**config.mk**
```make
export PLATFORM = sky130hd
export DESIGN_NAME = udp_pseudo_header_checksum_unit
export DESIGN_NICKNAME = d
export VERILOG_FILES = /design/src/hw/rtl/upc_pkg.sv /design/src/hw/rtl/udp_pseudo_header_checksum_unit.sv /design/src/hw/rtl/upc_front.sv /design/src/hw/rtl/upc_fifo.sv /design/src/hw/rtl/upc_back.sv
export SDC_FILE = /design/constraint.sdc
export NUM_CORES = 1
export LEC_CHECK = 0
export BUFFER_PORTS_ARGS = -buffer_cell sky130_fd_sc_hd__buf_2
export CAP_MARGIN = 10
export CORE_ASPECT_RATIO = 1.25
export CORE_UTILIZATION = 63
export DETAILED_ROUTE_END_ITERATION = 10
export PLACE_DENSITY_LB_ADDON = 0.1
export SYNTH_ARGS = -nofsm -noshare
export SYNTH_HDL_FRONTEND = slang
export SYNTH_SLANG_ARGS = --single-unit
```
**constraint.sdc**
```tcl
create_clock -name clk -period 9.25 [get_ports clk]
set_input_delay 0.4625 -clock clk [delete_from_list [all_inputs] [get_ports clk]]
set_output_delay 0.4625 -clock clk [all_outputs]
set_load 0.02 [all_outputs]
```
**src/hw/rtl/upc_pkg.sv**
```systemverilog
// Shared types, constants and the one's-complement adder for the UDP checksum unit.
// No dependencies; every other file of the block but upc_checker imports this package.
`timescale 1ns / 1ps
package upc_pkg;

  localparam logic [15:0] ALL_ONES    = 16'hFFFF;
  localparam logic [15:0] UDP_PROTO   = 16'd17;
  localparam logic [15:0] LEN_OFFSET  = 16'd4;
  localparam logic [15:0] CSUM_OFFSET = 16'd6;
  localparam logic        REQ_CHECK   = 1'b1;

  // One classified word as it travels from the front end to the accumulator.
  typedef struct packed {
    logic [15:0] add_value;  // amount to add into the running sum
    logic        last;       // final word of the packet
    logic [15:0] tail_sum;   // length field plus protocol, already folded
    logic        op_check;   // packet is in check mode
    logic        ipv6;       // packet uses the IPv6 pseudo-header
    logic        csum_zero;  // stored checksum word was zero
    logic        short_seg;  // fewer segment bytes than the length field
  } upc_entry_t;

  // 16-bit one's-complement add with end-around carry.
  function automatic logic [15:0] oc_add(input logic [15:0] a, input logic [15:0] b);
    logic [16:0] s;
    s = {1'b0, a} + {1'b0, b};
    return s[15:0] + 16'(s[16]);
  endfunction

endpackage

```
**src/hw/rtl/udp_pseudo_header_checksum_unit.sv**
```systemverilog
// UDP checksum over an IPv4/IPv6 pseudo-header, one 16-bit word per cycle while the queue has room.
// Throughput: one word per cycle while the queue has room; the accumulator does one folded add per word.
// A packet's last word passes through the queue and then the result register before out_valid rises.
// Reset: synchronous, active-high rst clears packet state, the queue and out_valid.
// Depends on upc_pkg, upc_front, upc_fifo and upc_back.
`timescale 1ns / 1ps
module udp_pseudo_header_checksum_unit import upc_pkg::*; #(
  parameter int QUEUE_DEPTH = 4
) (
  input  logic        clk,
  input  logic        rst,
  input  logic        in_valid,
  output logic        in_ready,
  input  logic        req_type,
  input  logic        is_ipv6,
  input  logic        addr_word,
  input  logic [15:0] data_word,
  input  logic        odd_tail,
  input  logic        last,
  output logic        out_valid,
  input  logic        out_ready,
  output logic [15:0] checksum_value,
  output logic        check_failed,
  output logic        length_short
);

  // The front end classifies each word as it is accepted: it tracks the
  // segment byte offset, latches the length field, notes a zero stored
  // checksum and decides how much of the word belongs in the sum. Its
  // output goes straight into the queue, so a word is taken whenever the
  // queue has room, even while a finished result waits at the output.

  upc_entry_t front_entry;
  upc_entry_t q_entry;
  logic       push;
  logic       q_full;
  logic       q_valid;
  logic       pop;

  assign in_ready = !q_full;
  assign push     = in_valid && in_ready;

  upc_front u_front (
    .clk       (clk),
    .rst       (rst),
    .push      (push),
    .req_type  (req_type),
    .is_ipv6   (is_ipv6),
    .addr_word (addr_word),
    .data_word (data_word),
    .odd_tail  (odd_tail),
    .last      (last),
    .entry     (front_entry)
  );

  // The queue lets the front end keep accepting words while the back end
  // holds a last word because the previous result has not been taken.
  upc_fifo #(
    .DEPTH (QUEUE_DEPTH)
  ) u_fifo (
    .clk        (clk),
    .rst        (rst),
    .push       (push),
    .push_entry (front_entry),
    .full       (q_full),
    .pop        (pop),
    .pop_valid  (q_valid),
    .pop_entry  (q_entry)
  );

  // The back end folds each word into the running sum and, on the last
  // word, adds the pseudo-header tail and registers the result word.
  upc_back u_back (
    .clk            (clk),
    .rst            (rst),
    .q_valid        (q_valid),
    .q_entry        (q_entry),
    .pop            (pop),
    .out_valid      (out_valid),
    .out_ready      (out_ready),
    .checksum_value (checksum_value),
    .check_failed   (check_failed),
    .length_short   (length_short)
  );

endmodule

```
**src/hw/rtl/upc_front.sv**
```systemverilog
// Front end of the UDP checksum unit: tracks packet position and classifies each word.
// Depends on upc_pkg.
`timescale 1ns / 1ps
module upc_front import upc_pkg::*; (
  input  logic        clk,
  input  logic        rst,
  input  logic        push,
  input  logic        req_type,
  input  logic        is_ipv6,
  input  logic        addr_word,
  input  logic [15:0] data_word,
  input  logic        odd_tail,
  input  logic        last,
  output upc_entry_t  entry
);

  logic        in_packet;
  logic        op_is_check;
  logic        mode_ipv6;
  logic [15:0] segment_bytes;
  logic [15:0] length_value;
  logic        stored_sum_zero;

  logic        first;
  logic        op_cur;
  logic        ipv6_cur;
  logic [15:0] off;
  logic [15:0] len_cur;
  logic        ssz_cur;
  logic [15:0] word;
  logic [15:0] add_value;
  logic [15:0] len_next;
  logic        ssz_next;
  logic [15:0] seg_next;
  logic [16:0] seg_sum;

  // A word arriving outside a packet starts a new one and sees cleared state.
  assign first    = !in_packet;
  assign op_cur   = first ? (req_type == REQ_CHECK) : op_is_check;
  assign ipv6_cur = first ? is_ipv6 : mode_ipv6;
  assign off      = first ? 16'd0 : segment_bytes;
  assign len_cur  = first ? 16'd0 : length_value;
  assign ssz_cur  = first ? 1'b0 : stored_sum_zero;
  assign word     = odd_tail ? {data_word[15:8], 8'h00} : data_word;
  assign seg_sum  = {1'b0, off} + (odd_tail ? 17'd1 : 17'd2);

  always_comb begin
    add_value = word;
    len_next  = len_cur;
    ssz_next  = ssz_cur;
    seg_next  = off;
    if (!addr_word) begin
      if (off == LEN_OFFSET) begin
        len_next = word;
      end
      if (off == CSUM_OFFSET) begin
        ssz_next = (word == 16'd0);
        if (!op_cur) begin
          add_value = 16'd0;
        end
      end
      // From the checksum word on, only bytes below the length field are summed.
      if (off >= CSUM_OFFSET) begin
        if (off >= len_cur) begin
          add_value = 16'd0;
        end else if (({1'b0, off} + 17'd1) == {1'b0, len_cur}) begin
          add_value = {add_value[15:8], 8'h00};
        end
      end
      seg_next = seg_sum[16] ? ALL_ONES : seg_sum[15:0];
    end
  end

  always_ff @(posedge clk) begin
    if (rst) begin
      in_packet       <= 1'b0;
      op_is_check     <= 1'b0;
      mode_ipv6       <= 1'b0;
      segment_bytes   <= 16'd0;
      length_value    <= 16'd0;
      stored_sum_zero <= 1'b0;
    end else if (push) begin
      in_packet       <= !last;
      op_is_check     <= op_cur;
      mode_ipv6       <= ipv6_cur;
      segment_bytes   <= seg_next;
      length_value    <= len_next;
      stored_sum_zero <= ssz_next;
    end
  end

  assign entry.add_value = add_value;
  assign entry.last      = last;
  assign entry.tail_sum  = oc_add(len_next, UDP_PROTO);
  assign entry.op_check  = op_cur;
  assign entry.ipv6      = ipv6_cur;
  assign entry.csum_zero = ssz_next;
  assign entry.short_seg = (seg_next < len_next);

endmodule

```
**src/hw/rtl/upc_fifo.sv**
```systemverilog
// Small register FIFO that decouples the front end from the accumulator.
// Depends on upc_pkg for the entry type.
`timescale 1ns / 1ps
module upc_fifo import upc_pkg::*; #(
  parameter int DEPTH = 4
) (
  input  logic       clk,
  input  logic       rst,
  input  logic       push,
  input  upc_entry_t push_entry,
  output logic       full,
  input  logic       pop,
  output logic       pop_valid,
  output upc_entry_t pop_entry
);

  localparam int PTR_W = (DEPTH > 1) ? $clog2(DEPTH) : 1;
  localparam int CNT_W = $clog2(DEPTH + 1);

  upc_entry_t         slots [DEPTH];
  logic [PTR_W-1:0]   wr_ptr;
  logic [PTR_W-1:0]   rd_ptr;
  logic [CNT_W-1:0]   count;

  assign full      = (count == CNT_W'(DEPTH));
  assign pop_valid = (count != '0);
  assign pop_entry = slots[rd_ptr];

  always_ff @(posedge clk) begin
    if (push) begin
      slots[wr_ptr] <= push_entry;
    end
  end

  always_ff @(posedge clk) begin
    if (rst) begin
      wr_ptr <= '0;
      rd_ptr <= '0;
      count  <= '0;
    end else begin
      if (push) begin
        wr_ptr <= (wr_ptr == PTR_W'(DEPTH - 1)) ? '0 : wr_ptr + 1'b1;
      end
      if (pop) begin
        rd_ptr <= (rd_ptr == PTR_W'(DEPTH - 1)) ? '0 : rd_ptr + 1'b1;
      end
      if (push && !pop) begin
        count <= count + 1'b1;
      end else if (pop && !push) begin
        count <= count - 1'b1;
      end
    end
  end

endmodule

```
**src/hw/rtl/upc_back.sv**
```systemverilog
// Accumulator and result stage of the UDP checksum unit.
// Depends on upc_pkg for the entry type and the one's-complement adder.
`timescale 1ns / 1ps
module upc_back import upc_pkg::*; (
  input  logic        clk,
  input  logic        rst,
  input  logic        q_valid,
  input  upc_entry_t  q_entry,
  output logic        pop,
  output logic        out_valid,
  input  logic        out_ready,
  output logic [15:0] checksum_value,
  output logic        check_failed,
  output logic        length_short
);

  logic [15:0] running_sum;
  logic [15:0] sum_word;
  logic [15:0] sum_total;
  logic [15:0] csum;

  // Only a last word needs the result register to be free.
  assign pop       = q_valid && (!q_entry.last || !out_valid || out_ready);
  assign sum_word  = oc_add(running_sum, q_entry.add_value);
  assign sum_total = oc_add(sum_word, q_entry.tail_sum);
  assign csum      = ~sum_total;

  always_ff @(posedge clk) begin
    if (rst) begin
      running_sum <= 16'd0;
      out_valid   <= 1'b0;
    end else begin
      if (pop) begin
        running_sum <= q_entry.last ? 16'd0 : sum_word;
      end
      if (pop && q_entry.last) begin
        out_valid <= 1'b1;
      end else if (out_ready) begin
        out_valid <= 1'b0;
      end
    end
  end

  always_ff @(posedge clk) begin
    if (pop && q_entry.last) begin
      length_short <= q_entry.short_seg;
      if (q_entry.op_check) begin
        checksum_value <= csum;
        check_failed   <= q_entry.csum_zero ? q_entry.ipv6 : (csum != 16'd0);
      end else begin
        checksum_value <= (csum == 16'd0) ? ALL_ONES : csum;
        check_failed   <= 1'b0;
      end
    end
  end

endmodule

```
==> flow_metrics.tcl, run 1 <==
set metrics [dict create \
    relSlewSlack 0.285 \
    crit_fanout 6 \
    yosysTopAreaCell "edfxtp_1" \
    insertion_delay_ns 0.51 \
    cp_common_cell "ha_1" \
    worstSetupEndpointType "register" \
    finalCritPeriodShare 0.924 \
    htree_levels 1 \
    antenna_left 0 \
    viasPerCell 6.33 \
    gp_congestion 0.907 \
    overflow 0 \
    io_buffers 44 \
    crit_path_max_incr_delay_ns 0.53 \
    drc 0 \
    synthToLayoutAreaGrowth_pct 9.29 \
    period_needed_ns 8.54 \
    required_ns 9.62 \
    outcome "completed" \
    cts_root_buf "clkbuf_16" \
    routed_wl_um 31400 \
    fillers 1516 \
    yosysTopAreaCellShare 0.371 \
    fin_nets 1380 \
    worst_pin_slew_ns 1.07 \
    cts_tree "built" \
    cpMaxStageDelayCell "mux4_2" \
    yosys_warnings 0 \
    chipWidth_um 133 \
    clkSinkCount 228 \
    drtIter0Drc 601 \
    start_util 0.644 \
    ys.flop_type "edfxtp_1" \
    die_area_sq_um 21900 \
    drv_slew 0 \
    num_vias 9879 \
    fin_setup_tns_ns 0 \
    die-height_um 165 \
    start_kind "register" \
    clock_path_buffers 3 \
    arrival_ns 8.91 \
    grt_pass1_vias 9604 \
    drv_cap 0 \
    fmax_ghz 0.117 \
    rsz0062_at_grt "no" \
    post_synth_instance_area_sq_um 13500 \
    synthCells 1244 \
    criticalPathCategory "register to register" \
    hpwl_um 23000 \
    antenna_found_initial 0 \
    synth_seq_cells 228 \
    wire_per_inst_um 20.1 \
    hold_viol_final 0 \
    yosysUniqueCellTypes 77 \
    cts_buffers 23 \
    firstDrtPassIters 5 \
    netlist_top_cells_area "edfxtp_1 (37%), dfxtp_1 (9.2%), ha_1 (7.5%)" \
    async_reset_ff_frac 0 \
    gr-usage-all-layers 0.291 \
    holdCritPathClass "input port to register" \
    synth_edf_count 166 \
    avgSynthCellArea_sq_um 10.8 \
    core_area_sq_um 20900 \
    yosysSeqAreaShare 0.463 \
    grt_max_degree 68 \
    syn_nets 1354 \
    clkSlewWorstSetupHoldPaths_ns 0.06 \
    drive_above_1_share 0.124 \
    hold_buffers 0 \
    antenna_cells 0 \
    fp-row-count 59 \
    setup_violations 0 \
    ios 45 \
    fin_skew_ns 0.0114 \
    grt_pass1_wl_um 49200 \
]
routing by layer:
layer | vias to the layer above | track usage | part of all wire
li1 | 4718 | - | -
met1 | 4766 | 0.333 | 0.38
met2 | 306 | 0.540 | 0.52
met3 | 89 | 0.0293 | 0.048
met4 | 0 | 0.152 | 0.046
met5 | - | 0 | 0
synthesized netlist by cell type (all sizes together) (18+ instances only):
| cell | count |
|---|---|
| a21oi | 57 |
| nand3 | 32 |
| o21ai | 37 |
| mux4 | 37 |
| inv | 42 |
| nor3 | 28 |
| ha | 81 |
| nor2 | 104 |
| and3 | 34 |
| a21o | 18 |
| a211oi | 26 |
| edfxtp | 166 |
| xor2 | 28 |
| dfxtp | 62 |
| xnor2 | 78 |
| clkbuf | 45 |
| nand2 | 136 |
final timing paths:
path | startpoint | endpoint | slack (ns) | cells after the start
hold / removal | last | u_fifo.slots[2][20] | 0.20 | 1
hold reg to reg | u_front.mode_ipv6 | u_front.mode_ipv6 | 0.46 | 2
setup reg to reg | register | u_back.checksum_value[11] | 0.71 | 37
setup / recovery | register | u_back.checksum_value[11] | 0.71 | 37
worst max-delay path, delay by kind of cell (launching register included):
kind,cells,cell delay [ns]
buf+inv,1,0.19
compound gates,15,3.13
flops,1,0.45
xor+xnor,2,0.24
simple gates,11,2.01
mux,1,0.53
fa+ha+maj,7,1.86
cells by family (layout without fill, tap and decap cells):
kind of cell | after synthesis | in the layout | synth area share
and+or+nand+nor | 431 | 431 | 0.156
xor gates and xnor gates | 108 | 108 | 0.0724
DFF | 228 | 228 | 0.463
muxes | 51 | 51 | 0.0730
AOI/OAI and AO/OA | 243 | 243 | 0.126
adders and majority gates | 85 | 85 | 0.0813
buffers and inverters | 98 | 141 | 0.0287
cell usage in the layout, fill, tap and decap left out, drive strengths merged, types with 15 or more instances in the layout:
| master | instances |
|---|---|
| a211oi | 26 |
| a21o | 18 |
| a21oi | 57 |
| a22oi | 17 |
| and3 | 34 |
| buf | 57 |
| clkbuf | 29 |
| dfxtp | 62 |
| edfxtp | 166 |
| ha | 81 |
| inv | 44 |
| mux4 | 37 |
| nand2 | 136 |
| nand2b | 16 |
| nand3 | 32 |
| nand4 | 15 |
| nor2 | 104 |
| nor3 | 28 |
| o21ai | 37 |
| xnor2 | 78 |
| xor2 | 28 |
through the flow:
step / hold slack (ns) / instances / utilization / worst slack (ns) / cell area [sq um]
after floorplan: 0.433 / 1244 / - / 0.771 / 13500
after global placement: 0.440 / 1517 / 0.664 / 0.845 / 13900
after detailed placement: 0.461 / 1517 / 0.664 / 0.666 / 13900
after CTS: 0.186 / 1559 / 0.703 / 0.542 / 14700
after global routing: 0.191 / 1561 / 0.704 / 0.0338 / 14700
final: 0.204 / 1561 / 0.704 / 0.705 / 14700
registers in the layout, summed over array words and instances (netlist names), named ones only:
signal / flops
u_fifo.slots: 148
u_back.checksum_value: 16
u_back.running_sum: 16
u_front.length_value: 16
u_front.segment_bytes: 16
u_fifo.count: 3
u_fifo.rd_ptr: 2
u_fifo.wr_ptr: 2
u_back.check_failed: 1
u_back.length_short: 1
u_back.out_valid: 1
u_front.in_packet: 1
u_front.mode_ipv6: 1
u_front.op_is_check: 1
u_front.stored_sum_zero: 1
final cells by class:
cell class,count,area [sq um],share of cell area
multi-input cells,918,6850,0.466
inverters,42,158,0.0107
clock buffers,29,628,0.0427
repair buffers,57,325,0.0221
clock inverters,13,173,0.0117
well taps,274,343,0.0233
flip-flops and latches,228,6230,0.424
timing repair:
action,CTS,global route
gates resized for setup,0,2
buffers inserted,0,2
endpoints found under the setup margin,0,17
Power of run 1 is not shown: default switching activity piles up to over one toggle a cycle in this logic, so the estimate is an artifact.
==> run 2, diff against run 1 <==
--- a/config.mk
+++ b/config.mk
@@ -8,9 +8,10 @@
 export BUFFER_PORTS_ARGS = -buffer_cell sky130_fd_sc_hd__buf_2
 export CAP_MARGIN = 10
 export CORE_ASPECT_RATIO = 1.25
-export CORE_UTILIZATION = 63
+export CORE_UTILIZATION = 65
 export DETAILED_ROUTE_END_ITERATION = 10
 export PLACE_DENSITY_LB_ADDON = 0.1
+export RECOVER_POWER = 25
 export SYNTH_ARGS = -nofsm -noshare
 export SYNTH_HDL_FRONTEND = slang
 export SYNTH_SLANG_ARGS = --single-unit
==> constraint.sdc (replaced) <==
create_clock -name clk -period 11.04 [get_ports clk]
set_input_delay 0.552 -clock clk [delete_from_list [all_inputs] [get_ports clk]]
set_output_delay 0.552 -clock clk [all_outputs]
set_load 0.02 [all_outputs]
==> flow_metrics.tcl, run 2 (same netlist as run 1, synthesis figures left out) <==
set metrics [dict create \
    outcome "finished, violations left" \
    failed_checks "capacitance limit, slew limit" \
    holdWs_ns 0.351 \
    wire_per_inst_um 20.5 \
    clkSinkCount 228 \
    core_area_sq_um 20200 \
    cts_root_buf "clkbuf_16" \
    drv_slew 166 \
    crit_buf_inv 1 \
    gp_congestion 0.955 \
    chipWidth_um 131 \
    final_common_cell "edfxtp_1" \
    final_core_util 0.721 \
    cts_tree "built" \
    insertion_delay_ns 0.50 \
    drv_cap 4 \
    antenna_cells 0 \
    gr-usage-all-layers 0.307 \
    fin_setup_tns_ns 0 \
    grt_pass1_wl_um 49700 \
    fp-row-count 58 \
    max_flop_register "u_fifo.slots" \
    fmax_ghz 0.109 \
    cpMaxStageDelayCell "dfxtp_2" \
    ios 45 \
    criticalPathCategory "register to register" \
    viasPerCell 6.33 \
    die_area_sq_um 21300 \
    final_cell_mix "edfxtp_1 (166), nand2_1 (135), nor2_1 (103)" \
    htree_levels 1 \
    num_vias 9826 \
    rsz0062_at_grt "no" \
    holdCritStartpoint "last" \
    worstSetupEndpointType "register" \
    drive_above_1_share 0.102 \
    cts.repair.resized 0 \
    min_path_cells 2 \
    required_ns 11.27 \
    antenna_left 0 \
    r2r.worst_path.cells 33 \
    fin_nets 1376 \
    fin_skew_ns 0.0145 \
    hold_buffers 0 \
    die-height_um 163 \
    io_buffers 44 \
    start_util 0.667 \
    relSlewSlack -0.497 \
    regToRegSetupSlack_ns 1.89 \
    hold_viol_final 0 \
    hpwl_um 22700 \
    start_kind "register" \
    r2r-end "u_back.check_failed" \
    finalCritPeriodShare 0.828 \
    fillers 1523 \
    synthToLayoutAreaGrowth_pct 8.12 \
    arrival_ns 9.37 \
    largest_reg_flops 148 \
    crit_fanout 21 \
    firstDrtPassIters 5 \
    grt_max_degree 67 \
    worst_path_dominant_cell_family "compound AO/OA/AOI/OAI gates" \
    cts_buffers 23 \
    overflow 0 \
    setup_violations 0 \
    cp_common_cell "ha_1" \
    worst_pin_slew_ns 2.25 \
    routed_wl_um 31800 \
    holdCritPathClass "input port to register" \
    clock_path_buffers 3 \
    grt_pass1_vias 9744 \
    drc 0 \
    crit_path_max_incr_delay_ns 0.72 \
    cts_setup_buffers 0 \
    clkSlewWorstSetupHoldPaths_ns 0.07 \
    drtIter0Drc 622 \
    antenna_found_initial 0 \
    hold_end "u_front.in_packet" \
    period_needed_ns 9.15 \
]
## run 2: cell types whose count changed in the layout (fill, tap and decap cells not counted), sizes merged
cell / delta
buf: -26
clkinv: -4
clkinvlp: +4
clkbuf: +23
inv: +2
bufinv: -4
## run 2: worst register-to-register path, delay by kind of cell (launching register included)
family | cells | cell delay (ns)
xor gates and xnor gates | 1 | 0.12
adders and majority gates | 6 | 1.95
buffers and inverters | 1 | 0.53
and+or+nand+nor | 8 | 1.49
AOI/OAI and AO/OA | 16 | 3.47
DFF | 1 | 0.72
muxes | 1 | 0.58
## run 2: cell type report
class / instances / area [sq um] / area share
tap: 270 / 338 / 0.0232
multi-input combinational: 918 / 6850 / 0.471
inverter: 42 / 158 / 0.0108
timing repair buffer: 53 / 258 / 0.0177
clock buffer: 30 / 632 / 0.0434
clock inverter: 11 / 85.1 / 0.00585
sequential: 228 / 6230 / 0.428
## run 2: how the worst max path moves through the flow
stage                                           end  cells after the start
after floorplan           u_back.checksum_value[14]                     40
after global placement     u_back.checksum_value[8]                     34
after detailed placement   u_back.checksum_value[1]                     34
after CTS                  u_back.checksum_value[1]                     34
after global routing       u_back.checksum_value[8]                     34
final                           u_back.check_failed                     33
## run 2: metal layers
metal | GRT usage | part of all wire | vias to the layer above
met5 | 0 | 0 | -
li1 | - | - | 4702
met4 | 0.140 | 0.042 | 0
met2 | 0.566 | 0.52 | 305
met3 | 0.0325 | 0.045 | 77
met1 | 0.353 | 0.39 | 4742
## run 2: per-stage QoR
stage	cells	setup slack, ns	instance area, sq um
floorplan	1244	2.56	13500
global placement	1511	2.22	13900
detailed placement	1511	1.91	13900
CTS	1552	1.87	14600
global route	1552	1.21	14500
finish	1552	1.89	14500
Power of run 2 is left out for the same reason.
==> run 3, diff against run 2 <==
--- a/config.mk
+++ b/config.mk
@@ -5,10 +5,11 @@
 export SDC_FILE = /design/constraint.sdc
 export NUM_CORES = 1
 export LEC_CHECK = 0
+export ABC_AREA = 1
 export BUFFER_PORTS_ARGS = -buffer_cell sky130_fd_sc_hd__buf_2
 export CAP_MARGIN = 10
 export CORE_ASPECT_RATIO = 1.25
-export CORE_UTILIZATION = 65
+export CORE_UTILIZATION = 63
 export DETAILED_ROUTE_END_ITERATION = 10
 export PLACE_DENSITY_LB_ADDON = 0.1
 export RECOVER_POWER = 25
==> constraint.sdc (replaced) <==
create_clock -name clk -period 9.3 [get_ports clk]
set_input_delay 0.465 -clock clk [delete_from_list [all_inputs] [get_ports clk]]
set_output_delay 0.465 -clock clk [all_outputs]
set_load 0.02 [all_outputs]
==> flow_metrics.tcl, run 3 <==
set metrics [dict create \
    outcome "finished, violations left" \
    failed_checks "capacitance limit, slew limit" \
    cts_tree "built" \
    place_inst 1998 \
    io_buffers 44 \
    synth_most_common_cell "nand2_1" \
    async_reset_ff_frac 0 \
    cpMaxStageDelayCell "fa_1" \
    regToRegSetupSlack_ns 1.19 \
    period_needed_ns 8.11 \
    p_sw_frac 0.491 \
    gr-usage-all-layers 0.326 \
    rsz0062_at_grt "no" \
    avgSynthCellArea_sq_um 8.24 \
    grt_pass1_vias 11700 \
    start_util 0.649 \
    dp_slack_ns 1.21 \
    hold_viol_final 0 \
    antenna_cells 0 \
    largest_reg_flops 148 \
    fin_setup_tns_ns 0 \
    ys.flop_type "edfxtp_1" \
    yosysTopAreaCellShare 0.354 \
    crit_fanout 32 \
    relSlewSlack -0.690 \
    num_vias 11700 \
    grt_max_degree 75 \
    arrival_ns 8.36 \
    overflow 0 \
    stdcell_count 2039 \
    yosysUniqueCellTypes 60 \
    worstSetupEndpointType "register" \
    fin_skew_ns 0.0102 \
    drc 0 \
    ios 45 \
    yosys_warnings 0 \
    syn_nets 1818 \
    die_area_sq_um 23000 \
    core_area_sq_um 21700 \
    ir_worst_vdd_mv 0.591 \
    viasPerCell 5.75 \
    clock_power_share 0.149 \
    combPwrFrac 0.614 \
    synth_seq_cells 228 \
    chipWidth_um 136 \
    cts.repair.resized 0 \
    clock_path_buffers 3 \
    cts_buffers 23 \
    max_flop_register "u_fifo.slots" \
    synth_common_cells "nand2_1 (331), inv_1 (224), nor2_1 (199), edfxtp_1 (166), o21ai_0 (113)" \
    firstDrtPassIters 5 \
    antenna_found_initial 0 \
    cts_root_buf "clkbuf_16" \
    htree_levels 1 \
    synth_edf_count 166 \
    final_cell_mix "nand2_1 (330), inv_1 (223), nor2_1 (195)" \
    fin_nets 1854 \
    required_ns 9.55 \
    static-leakage-power_nw 6.71 \
    multi_input_area_sq_um 6750 \
    worst_pin_slew_ns 2.54 \
    criticalPathCategory "register to register" \
    layout.area.seq_sq_um 6230 \
    clkSinkCount 228 \
    wire_per_inst_um 17.6 \
    synthCells 1708 \
    cp_common_cell "nand2_1" \
    setup_violations 0 \
    drv_slew 204 \
    start_kind "register" \
    post_synth_instance_area_sq_um 14100 \
    pwr-share-seq 0.237 \
    drive_above_1_share 0.101 \
    power_density_nw_per_um2 416 \
    routed_wl_um 35900 \
    gp_congestion 0.960 \
    hold_buffers 0 \
    synthToLayoutAreaGrowth_pct 8.60 \
    grt_pass1_wl_um 58200 \
    p_int_mw 3.24 \
    cts_setup_buffers 0 \
    hpwl_um 26600 \
    insertion_delay_ns 0.50 \
    p_sw_mw 3.13 \
    fillers 1765 \
    final_core_util 0.705 \
    drtIter0Drc 791 \
    netlist_top_cells_area "edfxtp_1 (35%), nand2_1 (8.8%), dfxtp_1 (8.8%)" \
    fin_ws_ns 1.19 \
    fp-row-count 60 \
    fmax_ghz 0.123 \
    antenna_left 0 \
    die-height_um 169 \
    yosysTopAreaCell "edfxtp_1" \
    crit_path_max_incr_delay_ns 0.46 \
    final_common_cell "nand2_1" \
    holdCritPathClass "input port to register" \
    finalCritPeriodShare 0.872 \
    clkSlewWorstSetupHoldPaths_ns 0.07 \
    yosysSeqAreaShare 0.442 \
    drv_cap 5 \
]
-- run 3: changes by cell type after synthesis, moves of 60 or more --
| cell | previous run | this run |
|---|---|---|
| o21ai_0 | 33 | 113 |
| nand3_1 | 32 | 92 |
| inv_1 | 42 | 224 |
| nand2_1 | 135 | 331 |
| nor2_1 | 104 | 199 |
| xnor2_1 | 78 | 6 |
-- run 3: path summary, 6_finish.rpt --
kind	startpoint	to	cells past startpoint
min	out_ready	u_back.out_valid	4
min reg2reg	u_front.op_is_check	u_front.op_is_check	2
max	register	u_back.checksum_value[10]	55
max reg2reg	register	u_back.checksum_value[10]	55
-- run 3: cells by family after synthesis --
group           synth area share
simple gates               0.242
compound gates             0.125
buf+inv                   0.0803
flops                      0.442
fa+ha+maj                 0.0777
xor+xnor                  0.0322
mux                     0.000711
-- run 3: power by group through the flow --
| stage | Sequential [mW] | Combinational [mW] | Clock (mW) |
|---|---|---|---|
| after detailed placement | 1.52 | 3.85 | 0 |
| after global placement | 1.52 | 3.76 | 0 |
| after floorplan | 1.56 | 2.90 | 0 |
| after global routing | 1.53 | 4.41 | 0.999 |
| after CTS | 1.50 | 3.89 | 0.958 |
| final | 1.51 | 3.91 | 0.948 |
-- run 3: metrics by stage --
step	total power [mW]	hold WS, ns	area, sq um
after CTS	6.35	0.191	15300
after global placement	5.28	0.441	14600
after global routing	6.94	0.267	15300
final	6.36	0.261	15300
after floorplan	4.45	0.429	14100
after detailed placement	5.38	0.454	14600
-- run 3: area by class of cell --
| class | instances | area share |
|---|---|---|
| Tap cell | 279 | 0.0228 |
| Clock buffer | 30 | 0.0413 |
| Clock inverter | 11 | 0.00900 |
| Inverter | 244 | 0.0599 |
| Timing Repair Buffer | 58 | 0.0178 |
| Sequential cell | 228 | 0.407 |
| Multi-Input combinational cell | 1189 | 0.442 |
-- run 3: worst max-delay path: cells and delay by family (launching register included) --
kind            cells  cell delay [ns]
fa+ha+maj           7             1.84
buf+inv             4             0.89
compound gates      8             1.03
flops               1             0.32
xor+xnor            1             0.16
simple gates       35             3.56
-- run 3: layer usage --
layer  GRT usage  up-vias  wire length (um)
met5           0        -                 0
met4       0.163        0              1840
met3      0.0419      121              1780
met2       0.603      353             18600
met1       0.360     5448             13700
li1            -     5808                 -
No activity file was read; power rests on OpenSTA's default activity.
